===== src/sv/dcd_pkg.sv =====
`default_nettype none

package dcd_pkg;

  localparam int unsigned DayCountBits = 16;
  localparam int unsigned EpochYear    = 1980;

  // Weekday of 1 January of the epoch year, Sunday = 0
  localparam int unsigned EpochWeekday =
    (1 + 5 * ((EpochYear - 1) % 4) + 4 * ((EpochYear - 1) % 100)
     + 6 * ((EpochYear - 1) % 400)) % 7;

  // Weekday of the day before the epoch day (day count zero)
  localparam int unsigned WeekdayBase = (EpochWeekday + 6) % 7;

  localparam int unsigned YearSpan    = EpochYear + (2 ** DayCountBits) / 365 + 1;
  localparam int unsigned YearBitsRaw = $clog2(YearSpan + 1);
  localparam int unsigned YearBits    = (YearBitsRaw > 12) ? YearBitsRaw : 12;

  localparam int unsigned EpochMod4   = EpochYear % 4;
  localparam int unsigned EpochMod100 = EpochYear % 100;
  localparam int unsigned EpochMod400 = EpochYear % 400;

  localparam logic [3:0] MonthJan = 4'd0;
  localparam logic [3:0] MonthFeb = 4'd1;
  localparam logic [3:0] MonthDec = 4'd11;

  // Non-leap length of a zero-based month
  function automatic logic [4:0] month_len(input logic [3:0] m);
    logic [4:0] len;
    unique case (m)
      4'd1:                      len = 5'd28;
      4'd3, 4'd5, 4'd8, 4'd10:   len = 5'd30;
      default:                   len = 5'd31;
    endcase
    return len;
  endfunction

  // Reduce a value below 42 modulo 7
  function automatic logic [2:0] mod7(input logic [5:0] v);
    logic [5:0] r;
    priority if (v >= 6'd35) r = v - 6'd35;
    else if (v >= 6'd28)     r = v - 6'd28;
    else if (v >= 6'd21)     r = v - 6'd21;
    else if (v >= 6'd14)     r = v - 6'd14;
    else if (v >= 6'd7)      r = v - 6'd7;
    else                     r = v;
    return r[2:0];
  endfunction

endpackage

`default_nettype wire


===== src/sv/day_count_to_calendar_date_core.sv =====
// Channel | Direction | Handshake             | Payload
// in      | input     | in_valid_i/in_ready_o  | days_since_epoch_i
// out     | output    | out_valid_o/out_ready_i| year_o, day_of_year_o, month_o,
//         |           |                        | day_of_month_o, day_of_week_o
//
// Per transaction, the whole years (up to 179) and the whole months (up to 11)
// are removed one per cycle by a single shared subtract/compare unit.
// The input side reopens once the result is loaded into the output register, so a
// new transaction can start while the previous result still waits.
// rst_ni clears the sequencer and the output valid; payload registers are not reset.
// A stalled output holds the finish step until the output register frees up.
`default_nettype none

module day_count_to_calendar_date_core (
  input  wire logic                             clk_i,
  input  wire logic                             rst_ni,
  input  wire logic                             in_valid_i,
  output logic                                  in_ready_o,
  input  wire logic [dcd_pkg::DayCountBits-1:0] days_since_epoch_i,
  output logic                                  out_valid_o,
  input  wire logic                             out_ready_i,
  output logic [11:0]                           year_o,
  output logic [8:0]                            day_of_year_o,
  output logic [3:0]                            month_o,
  output logic [4:0]                            day_of_month_o,
  output logic [2:0]                            day_of_week_o
);

  localparam int unsigned DW = dcd_pkg::DayCountBits;
  localparam int unsigned YW = dcd_pkg::YearBits;

  localparam logic [1:0] StIdle   = 2'd0;
  localparam logic [1:0] StYear   = 2'd1;
  localparam logic [1:0] StMonth  = 2'd2;
  localparam logic [1:0] StFinish = 2'd3;

  logic [1:0]    state_q, state_d;
  logic [DW-1:0] days_q, days_d;
  logic [YW-1:0] year_q, year_d;
  logic [1:0]    y4_q, y4_d;
  logic [6:0]    y100_q, y100_d;
  logic [8:0]    y400_q, y400_d;
  logic [8:0]    doy_q, doy_d;
  logic [3:0]    mon_q, mon_d;
  logic [2:0]    wd_q, wd_d;

  logic          out_valid_q, out_valid_d;
  logic [11:0]   year_out_q;
  logic [8:0]    doy_out_q;
  logic [3:0]    mon_out_q;
  logic [4:0]    dom_out_q;
  logic [2:0]    dow_out_q;

  logic          leap;
  logic [8:0]    ylen;
  logic [4:0]    mlen;
  logic [8:0]    sub_len;
  logic [DW-1:0] sub_len_ext;
  logic [DW-1:0] diff;
  logic          fits;
  logic          load_out;
  logic          in_fire;

  assign leap = (y400_q == 9'd0) || ((y100_q != 7'd0) && (y4_q == 2'd0));
  assign ylen = leap ? 9'd366 : 9'd365;
  assign mlen = dcd_pkg::month_len(mon_q) +
                {4'd0, (mon_q == dcd_pkg::MonthFeb) && leap};

  // Shared subtract/compare unit for years and months
  assign sub_len     = (state_q == StYear) ? ylen : {4'd0, mlen};
  assign sub_len_ext = {{(DW-9){1'b0}}, sub_len};
  assign fits        = days_q <= sub_len_ext;
  assign diff        = days_q - sub_len_ext;

  assign in_ready_o = (state_q == StIdle);
  assign in_fire    = in_valid_i && in_ready_o;
  assign load_out   = (state_q == StFinish) && (!out_valid_q || out_ready_i);

  always_comb begin
    state_d = state_q;
    days_d  = days_q;
    year_d  = year_q;
    y4_d    = y4_q;
    y100_d  = y100_q;
    y400_d  = y400_q;
    doy_d   = doy_q;
    mon_d   = mon_q;
    wd_d    = wd_q;
    unique case (state_q)
      StIdle: begin
        if (in_fire) begin
          state_d = StYear;
          days_d  = days_since_epoch_i;
          year_d  = YW'(dcd_pkg::EpochYear);
          y4_d    = 2'(dcd_pkg::EpochMod4);
          y100_d  = 7'(dcd_pkg::EpochMod100);
          y400_d  = 9'(dcd_pkg::EpochMod400);
          wd_d    = 3'(dcd_pkg::WeekdayBase);
          mon_d   = dcd_pkg::MonthJan;
        end
      end
      StYear: begin
        if (fits) begin
          state_d = StMonth;
          doy_d   = days_q[8:0];
        end else begin
          days_d = diff;
          year_d = year_q + YW'(1);
          y4_d   = y4_q + 2'd1;
          y100_d = (y100_q == 7'd99) ? 7'd0 : y100_q + 7'd1;
          y400_d = (y400_q == 9'd399) ? 9'd0 : y400_q + 9'd1;
          // 365 days advance the weekday by one, 366 by two
          wd_d   = dcd_pkg::mod7({3'd0, wd_q} + (leap ? 6'd2 : 6'd1));
        end
      end
      StMonth: begin
        if (fits || mon_q == dcd_pkg::MonthDec) begin
          state_d = StFinish;
        end else begin
          days_d = diff;
          mon_d  = mon_q + 4'd1;
          wd_d   = dcd_pkg::mod7({3'd0, wd_q} + {1'b0, mlen});
        end
      end
      StFinish: begin
        if (load_out) begin
          state_d = StIdle;
        end
      end
      default: state_d = StIdle;
    endcase
  end

  always_comb begin
    out_valid_d = out_valid_q;
    if (out_valid_q && out_ready_i) out_valid_d = 1'b0;
    if (load_out) out_valid_d = 1'b1;
  end

  always_ff @(posedge clk_i or negedge rst_ni) begin
    if (!rst_ni) begin
      state_q     <= StIdle;
      out_valid_q <= 1'b0;
    end else begin
      state_q     <= state_d;
      out_valid_q <= out_valid_d;
    end
  end

  always_ff @(posedge clk_i) begin
    days_q <= days_d;
    year_q <= year_d;
    y4_q   <= y4_d;
    y100_q <= y100_d;
    y400_q <= y400_d;
    doy_q  <= doy_d;
    mon_q  <= mon_d;
    wd_q   <= wd_d;
    if (load_out) begin
      year_out_q <= year_q[11:0];
      doy_out_q  <= doy_q;
      mon_out_q  <= mon_q + 4'd1;
      dom_out_q  <= days_q[4:0];
      dow_out_q  <= dcd_pkg::mod7({3'd0, wd_q} + {1'b0, days_q[4:0]});
    end
  end

  assign out_valid_o    = out_valid_q;
  assign year_o         = year_out_q;
  assign day_of_year_o  = doy_out_q;
  assign month_o        = mon_out_q;
  assign day_of_month_o = dom_out_q;
  assign day_of_week_o  = dow_out_q;

  a_start_year: assert property (@(posedge clk_i) disable iff (!rst_ni)
    in_fire |=> state_q == StYear)
    else $error("accepted transaction did not start the year loop");

  a_month_range: assert property (@(posedge clk_i) disable iff (!rst_ni)
    (state_q == StMonth || state_q == StFinish) |-> mon_q <= dcd_pkg::MonthDec)
    else $error("month index out of range");

  a_doy_range: assert property (@(posedge clk_i) disable iff (!rst_ni)
    state_q == StMonth |-> days_q <= DW'(366))
    else $error("day of year exceeds year length after year loop");

  a_wd_range: assert property (@(posedge clk_i) disable iff (!rst_ni)
    state_q != StIdle |-> wd_q <= 3'd6)
    else $error("weekday accumulator out of range");

  a_load_valid: assert property (@(posedge clk_i) disable iff (!rst_ni)
    load_out |=> out_valid_q && state_q == StIdle)
    else $error("finished result not presented");

endmodule

`default_nettype wire


===== config.mk =====
export PLATFORM = sky130hd
export DESIGN_NAME = day_count_to_calendar_date_core
export DESIGN_NICKNAME = d
export VERILOG_FILES = /design/src/sv/dcd_pkg.sv /design/src/sv/day_count_to_calendar_date_core.sv
export SDC_FILE = /design/constraint.sdc
export NUM_CORES = 1
export LEC_CHECK = 0
export BUFFER_PORTS_ARGS = -buffer_cell sky130_fd_sc_hd__buf_2
export CELL_PAD_IN_SITES_DETAIL_PLACEMENT = 0
export CELL_PAD_IN_SITES_GLOBAL_PLACEMENT = 2
export CORE_ASPECT_RATIO = 0.8
export CORE_MARGIN = 2
export CORE_UTILIZATION = 36
export CTS_CLUSTER_DIAMETER = 200
export DETAILED_ROUTE_END_ITERATION = 7
export PLACE_DENSITY = 0.87
export SKIP_CTS_REPAIR_TIMING = 1
export SYNTH_ARGS = -nofsm -noshare
export SYNTH_HDL_FRONTEND = slang
export SYNTH_SLANG_ARGS = --single-unit
export TNS_END_PERCENT = 10

===== constraint.sdc =====
create_clock -name clk_i -period 4.4 [get_ports clk_i]
set_input_delay 0.88 -clock clk_i [delete_from_list [all_inputs] [get_ports clk_i]]
set_output_delay 0.88 -clock clk_i [all_outputs]
set_load 0.01 [all_outputs]

==> reports/qor.csv <==
metric,value,unit
vias,4061,
max_slew_margin,0.458,
crit_path_max_incr_delay,0.50,ns
drc,0,
crit_path_max_fanout,19,
grt.total_usage,0.147,
setup.reg_to_reg.worst_slack,0.31,ns
wl_per_cell,15.1,µm
place_inst,787,
critical_path_required,4.43,ns
async_reset_ff_frac,0.0306,
final_critical_path_setup_slack,0.314,ns
num-nets-final,648,
number_of_global_route_vias_before_repair,3999,
outcome,"finished, final reports clean",
clock-skew-final,0.0126,ns
setup-violations-final,0,
grt_overflow,0,
floorplan.core_area,0.0159,mm²
postSynthRegisterBits,98,
hold_class,input port to asynchronous set/reset pin,
tightestPinTransition,0.813,ns
post-route-util,0.422,
postSynthCellCount,527,
final_common_cell,sky130_fd_sc_hd__edfxtp_1,
first_pass_grt_wire_length,20.4,mm
fin_crit_sh,0.929,
cts_sinks,98,
fin_crit,4.09,ns
critPathLaunchType,register,
initial_utilization,0.370,
largest_net_degree_at_the_start_of_global_routing,34,
netlist_area,0.00587,mm²
dpl.hpwl,8.93,mm
rsz0062_at_grt,no,
slowest_stage,sky130_fd_sc_hd__edfxtp_1,
synthDistinctLibCells,79,
die_width,147,µm
maxCapViolations,0,
layout.cells.most_common_list,"95 x sky130_fd_sc_hd__edfxtp_1, 54 x sky130_fd_sc_hd__buf_2, 43 x sky130_fd_sc_hd__nor2_1, 41 x sky130_fd_sc_hd__ha_1, 40 x sky130_fd_sc_hd__nand2_1",
number_of_antenna_violations_at_the_first_check_in_global_routing,0,
endpoint_arrival_time_on_the_critical_path,4.11,ns
worst_setup_hold_path_clk_slew,0.08,ns
die-area,0.0174,mm²
io_port_bufs,54,
cts-htree-levels,3,
yosys_most_used_dff,sky130_fd_sc_hd__edfxtp_1,
cts.root.buffer_cell,sky130_fd_sc_hd__clkbuf_16,
clock_tree_from_tritoncts,yes,
cts-buffers-inserted,9,
synthesis.area_per_instance,11.1,µm²
synth.yosys.warnings,0,
cpLargestDelayFamily,compound AO/OA/AOI/OAI gates,
finalMaxSlewViolations,0,
worst_skew_pair.late_latency,0.35,ns
gpl.final_weighted_congestion,0.822,
routed_wirelength,12.1,mm
critPathMostFrequentCell,sky130_fd_sc_hd__nor2_1,
cp_cell_sequence,"nor2_1, nand4b_1, a21oi_1, nor2_1, o32a_1, a21bo_2, ha_1, fa_1, nor2b_1, o21ai_2, a21oi_2, or3_4, a211oi_1, o32ai_2, buf_4",
worst-path-buf-inv,1,
io_pins,55,
antenna_fix_cells,0,
dpl_worst_slack,0.310,ns
timing.hold.ws,0.302,ns
clock_path_buffers,2,
drt_iter0_drc,221,
area_growth,13.8,%
synth.yosys.seq_area_share,0.499,
first_pass_iters,4,
dieHeight,118,µm
critical_path.endpoint_type,register,
synth-edff-count,95,
final_layout_size_suffix_gt1_frac,0.167,
placementRows,41,
achievable-frequency,245,MHz
fillers,1508,
criticalPathCategory,register to register,
drt-vias-per-instance,5.06,
finish.cell_count_without_fillers,803,
detail-route-antenna-nets,0,
finalHoldViolations,0,
Yosys cell counts (3+ instances only):
cell | n | area [µm²]
sky130_fd_sc_hd__a211oi_1 | 4 | 30.0
sky130_fd_sc_hd__nor3_1 | 7 | 35.0
sky130_fd_sc_hd__nand2b_1 | 10 | 62.6
sky130_fd_sc_hd__ha_1 | 41 | 513
sky130_fd_sc_hd__a31oi_1 | 3 | 18.8
sky130_fd_sc_hd__o21a_1 | 7 | 52.6
sky130_fd_sc_hd__a21o_1 | 5 | 37.5
sky130_fd_sc_hd__dfrtp_1 | 3 | 75.1
sky130_fd_sc_hd__nand3_1 | 15 | 75.1
sky130_fd_sc_hd__fa_1 | 4 | 80.1
sky130_fd_sc_hd__xor2_1 | 9 | 78.8
sky130_fd_sc_hd__mux2i_1 | 7 | 70.1
sky130_fd_sc_hd__nor2_1 | 44 | 165
sky130_fd_sc_hd__o21ai_0 | 19 | 95.1
sky130_fd_sc_hd__and2_1 | 9 | 56.3
sky130_fd_sc_hd__a211o_1 | 4 | 35.0
sky130_fd_sc_hd__xnor2_1 | 23 | 201
sky130_fd_sc_hd__nor4_1 | 3 | 18.8
sky130_fd_sc_hd__inv_1 | 35 | 131
sky130_fd_sc_hd__nand2_1 | 40 | 150
sky130_fd_sc_hd__clkbuf_2 | 3 | 15.0
sky130_fd_sc_hd__edfxtp_1 | 95 | 2850
sky130_fd_sc_hd__and3_1 | 12 | 75.1
sky130_fd_sc_hd__o31ai_1 | 3 | 22.5
sky130_fd_sc_hd__clkbuf_1 | 7 | 26.3
sky130_fd_sc_hd__o31a_1 | 3 | 26.3
sky130_fd_sc_hd__buf_2 | 3 | 15.0
sky130_fd_sc_hd__o22ai_1 | 5 | 31.3
sky130_fd_sc_hd__o211ai_1 | 4 | 30.0
sky130_fd_sc_hd__a21oi_1 | 27 | 135
sky130_fd_sc_hd__nor2b_1 | 8 | 50.1
final cells by class:
cell class,count,area [µm²],share of cell area
sequential,98,2930,0.438
multi-input combinational,378,2750,0.411
timing repair buffer,58,313,0.0468
tap,215,269,0.0403
clock buffer,9,225,0.0337
inverter,38,143,0.0213
clock inverter,7,58.8,0.00880
cells by family (layout without fill, tap and decap cells):
family,after synthesis,count (layout),synth area share
compound gates,118,118,0.145
xor+xnor,33,33,0.0505
fa+ha+maj,45,45,0.101
buf+inv,53,112,0.0377
flops,98,98,0.499
mux,9,9,0.0158
other cells,2,4,0.00128
simple gates,169,169,0.150
state kept, by name, indices dropped and copies added, names as in the netlist, 3 cells and up:
signal          count
days_q             16
year_o             12
year_q             12
day_of_year_o       9
doy_q               9
y400_q              9
y100_q              7
day_of_month_o      5
mon_q               4
month_o             4
day_of_week_o       3
wd_q                3
worst register-to-register path, delay by kind of cell (launching register included):
| kind | cells | cell delay [ns] |
|---|---|---|
| adder cells (fa/ha/maj) | 2 | 0.62 |
| buffers and inverters | 1 | 0.32 |
| AO/OA/AOI/OAI | 7 | 1.57 |
| AND/OR/NAND/NOR | 5 | 0.74 |
| flip-flops | 1 | 0.50 |
final timing paths:
kind	depth (start not counted)	startpoint	end
hold / removal	1	rst_ni	state_q[0]
hold reg to reg	0	doy_q[4]	day_of_year_o[4]
setup / recovery	15	y100_q[2]	wd_q[1]
min in group clk_i	0	doy_q[4]	day_of_year_o[4]
setup reg to reg	15	y100_q[2]	wd_q[1]
max in group asynchronous	1	rst_ni	state_q[1]
routing by layer:
| layer | GRT usage | up-vias | wire, µm |
|---|---|---|---|
| met4 | 0.0334 | 0 | 119 |
| li1 | - | 2042 | - |
| met2 | 0.229 | 77 | 5410 |
| met5 | 0 | - | 0 |
| met3 | 0.0351 | 10 | 454 |
| met1 | 0.208 | 1932 | 6160 |
stage by stage:
stage | setup TNS (ns) | area (µm²)
after floorplan | -5.05 | 5890
after global placement | 0 | 6390
after detailed placement | 0 | 6390
after CTS | 0 | 6680
after global routing | 0 | 6680
final | 0 | 6680
Power is not shown: default switching activity piles up to over one toggle a cycle in this logic, so the estimate is an artifact.
